**src/rtl/ldse_ram.sv**
```systemverilog
// Generic single-write, single-read synchronous RAM with registered read data.
// No dependencies.
`default_nettype none

module ldse_ram #(
  parameter int WIDTH = 16,
  parameter int DEPTH = 256
) (
  input  wire logic                     clk,
  input  wire logic                     we,
  input  wire logic [$clog2(DEPTH)-1:0] waddr,
  input  wire logic [WIDTH-1:0]         wdata,
  input  wire logic [$clog2(DEPTH)-1:0] raddr,
  output logic      [WIDTH-1:0]         rdata
);

  logic [WIDTH-1:0] mem [DEPTH];

  always_ff @(posedge clk) begin
    if (we) begin
      mem[waddr] <= wdata;
    end
    rdata <= mem[raddr];
  end

endmodule

`default_nettype wire

```
**config.mk**
```make
export PLATFORM = sky130hd
export DESIGN_NAME = ldse_ram
export DESIGN_NICKNAME = d
export VERILOG_FILES = /design/src/rtl/ldse_ram.sv
export SDC_FILE = /design/constraint.sdc
export NUM_CORES = 2
export LEC_CHECK = 0
export BUFFER_PORTS_ARGS = -buffer_cell sky130_fd_sc_hd__buf_2
export CORE_ASPECT_RATIO = 2
export CORE_MARGIN = 2
export CORE_UTILIZATION = 37
export CTS_CLUSTER_SIZE = 12
export DETAILED_ROUTE_END_ITERATION = 10
export PLACE_DENSITY = 0.5
export SYNTH_ARGS = -nofsm -noshare
export SYNTH_HDL_FRONTEND = slang
export SYNTH_SLANG_ARGS = --single-unit
```
**constraint.sdc**
```tcl
create_clock -name clk -period 3.2 [get_ports clk]
set_input_delay 0.48 -clock clk [delete_from_list [all_inputs] [get_ports clk]]
set_output_delay 0.48 -clock clk [all_outputs]
set_load 0.02 [all_outputs]
```
==> summary.txt <==
Run status
  – Status: complete, but fails checks
  – Failing checks: negative setup slack

Global routing
  – Global routing usage on met1: 25.2%
  – Initial antenna violation count: 26
  – Vias in the first global route: 83713
  – Overall Global Routing Usage: 22.4%
  – GR Util met2: 41.8%
  – Pin count of the biggest net entering global routing: 98
  – Top Usage Layer GRT: met2
  – Grt total ovfl: 0
  – Met3 usage: 2.59%
  – First-pass GRT wire length: 680000 um

Yosys
  – Number of distinct library cells after synthesis: 52
  – Mux share of post-synthesis cell area: 15.5%
  – Most common cell in the netlist: edfxtp_1
  – Synthesized area: 159000 um^2
  – Xor and xnor area share after synthesis: 0%
  – Synth Area in Simple Gates: 1.57%
  – Largest cells by area after synthesis: edfxtp_1 77%, mux4_2 11%, mux2i_1 3.6%
  – Adder-Cell Fraction of Synth Area: 0%
  – Cell accounting for the most synthesized area: edfxtp_1
  – Compound-cell area share of the yosys netlist: 3.54%
  – Avg Cell Area, Syn: 21.6 um^2
  – Post-synthesis sequential area ratio: 77.7%
  – Number of flops mapped to enable cells by yosys: 4096
  – Top FF cell, synth: edfxtp_1
  – YS warnings: 0
  – Synthesized net count: 7394
  – Count of state elements after synthesis: 4112
  – Synth Instances: 7360
  – Async S/R FF share, synth: 0%
  – Area share of the largest cell type after synthesis: 77.5%
  – Largest family of logic cells by synthesized area: multiplexers
  – Most frequent cells after synthesis: 4096 x edfxtp_1, 797 x mux4_2, 565 x mux2i_1

Timing
  – Final Hold Vio Count: 0
  – RSZ-0062 raised after global routing: false
  – Final cycle utilization of the critical path: 101%
  – Final setup fails: 1
  – Maximum clock rate: 309 MHz
  – Worst-Margin Slew: 1.32 ns
  – Slew Limit Fails: 0
  – Max-slew headroom: 11.6%
  – Final WS setup: -0.0355 ns
  – Hold slack: 0.0860 ns
  – Final min period: 3.24 ns
  – Max Clock Skew: 0.0434 ns

Floorplanning
  – Initial Util: 37.1%
  – Num ports: 50
  – Die W: 467 um
  – Core area: 428000 um^2
  – Die area: 435000 um^2
  – Chip Height: 930 um
  – Num rows: 340

Worst setup path
  – Crit-path max FO: 1
  – Crit path cell chain: mux4_2, mux4_2, a22o_4, o32ai_2, nor4_2
  – Worst EP arrival: 4.02 ns
  – Flop2flop setup slack: -0.04 ns
  – Endpoint type of the worst setup path: register
  – Crit-path slowest cell: o32ai_2
  – CP Launch Point: mem[59][4]
  – Worst reg2reg endpoint: rdata[4]
  – Worst EP required: 3.99 ns
  – Reg2reg start: mem[59][4]
  – CP max stage delay: 1.12 ns
  – Critical path class: register to register
  – Critical path's most frequent cell: mux4_2
  – Worst Reg-to-Reg Cells: 5
  – CP Launch Type: register

Detailed routing
  – Initial DRC count: 7405
  – Remaining antenna violation count after routing: 0
  – Via count: 80048
  – Residual DRC: 0
  – Wire per inst: 34.9 um
  – Vias/cell: 5.66
  – Final WL: 494000 um
  – First-pass detailed-route iteration total: 5

Run
  – MaxCap Viol Count: 0

Layout
  – Finished Cell Area: 184000 um^2
  – Nets: 8449
  – Layout overhead on the synthesized area: 16.2%
  – Layout cells sized above 1: 30.3%
  – Utilization after layout: 43.1%
  – Non-filler cells, final: 14153

CTS
  – Sink Count: 4112
  – CTS tree: yes
  – Post-CTS setup buffers: 0
  – CTS Buf Count: 388
  – CTS max path bufs: 4
  – H-tree Lvls: 5
  – CTS root buf: clkbuf_16
  – Worst-Skew Late Latency: 0.95 ns
  – Clock slew at reported path FFs: 0.06 ns

Min path
  – Min-Delay Endpoint: mem[10][14]
  – Min-delay src: wdata[14]
  – Tightest Hold Check Type: primary input to register
  – Min-Delay Path Depth: 1

Placement
  – RePlAce Congestion: 0.887
  – DP Cell Count: 13655
  – Area post-placement: 174000 um^2
  – Detailed placement HPWL: 327000 um
  – IO Port Bufs: 49

Pwr
  – Worst VDD drop: 0.000402 V
  – Total Power: 107 mW
  – Leakage: 58.9 nW
  – Pwr per Cell Area: 583 nW/um^2
## timing repair
action	in CTS	in global routing
resized for setup	3	0
setup endpoints to repair	2	0
endpoints found under the hold margin	237	0
hold buffers	13	0
## routing by layer
layer,share of wire [%],wire length [um]
met5,0.014,69
met4,5.6,27700
met3,4.6,22700
met2,54,269000
met1,35,174000
## sequential cells by signal (all words and copies together), names as in the netlist
register,cells
rdata,16
mem,4096
## critical path, delay by kind of cell, from the launching register on
family	cells	cell delay, ns
flip-flops	1	0.37
multiplexers	2	1.13
AO/OA/AOI/OAI	2	1.50
AND/OR/NAND/NOR	1	0.03
## layout by cell type (no fill, tap or decap), drive strengths merged, types with 13 or more instances in the layout
cell type and n:
mux2i 565, dlygate4sd3 13, buf 1103, a22oi 43, nand4 26, o32ai 21
a21oi 175, nor4 18, mux2 88, diode 18, nor2 304, nor3 92
a221oi 28, nand2 38, dfxtp 16, nand3 35, a211oi 18, a22o 32
clkbuf 449, mux4 797, o31ai 16, o221ai 253, o22ai 148, o21ai 38
edfxtp 4096
## kinds of logic (layout without fill, tap and decap cells)
kind of cell    Yosys count  in the layout
mux                    1450           1450
buf+inv                 456           1588
simple gates            556            556
other cells               0             18
flops                  4112           4112
compound gates          786            786
## where the power goes
part / switching (mW) / internal (mW) / total [mW]
registers: 0.126 / 59.4 / 59.5
clock network: 19.1 / 22.1 / 41.2
logic: 4.23 / 2.49 / 6.72
total: 23.5 / 84.0 / 107
## metrics by stage
step	setup TNS, ns	setup slack, ns
6_report	-0.0355	-0.0355
5_1_grt	0	0.0946
3_5_place_dp	-9.02	-0.881
2_1_floorplan	0	0.555
3_3_place_gp	-9.05	-0.886
4_1_cts	-0.0181	-0.0181
## cell type report
type / count / area [um^2]
fill: 36895 / 244000
sequential: 4112 / 123000
multi-input combinational: 2792 / 33300
timing repair buffer: 1117 / 10300
clock buffer: 448 / 10100
tap: 5643 / 7060
clock inverter: 19 / 194
antenna: 18 / 45.0
inverter: 4 / 27.5
## worst max path at each step
stage	slack, ns	endpoint	depth (start not counted)
floorplan	0.55	mem[235][0]	6
global placement	-0.89	rdata[1]	10
detailed placement	-0.88	rdata[1]	10
CTS	-0.02	rdata[4]	5
global route	0.09	rdata[4]	5
finish	-0.04	rdata[4]	5
No activity file was read; power rests on OpenSTA's default activity.
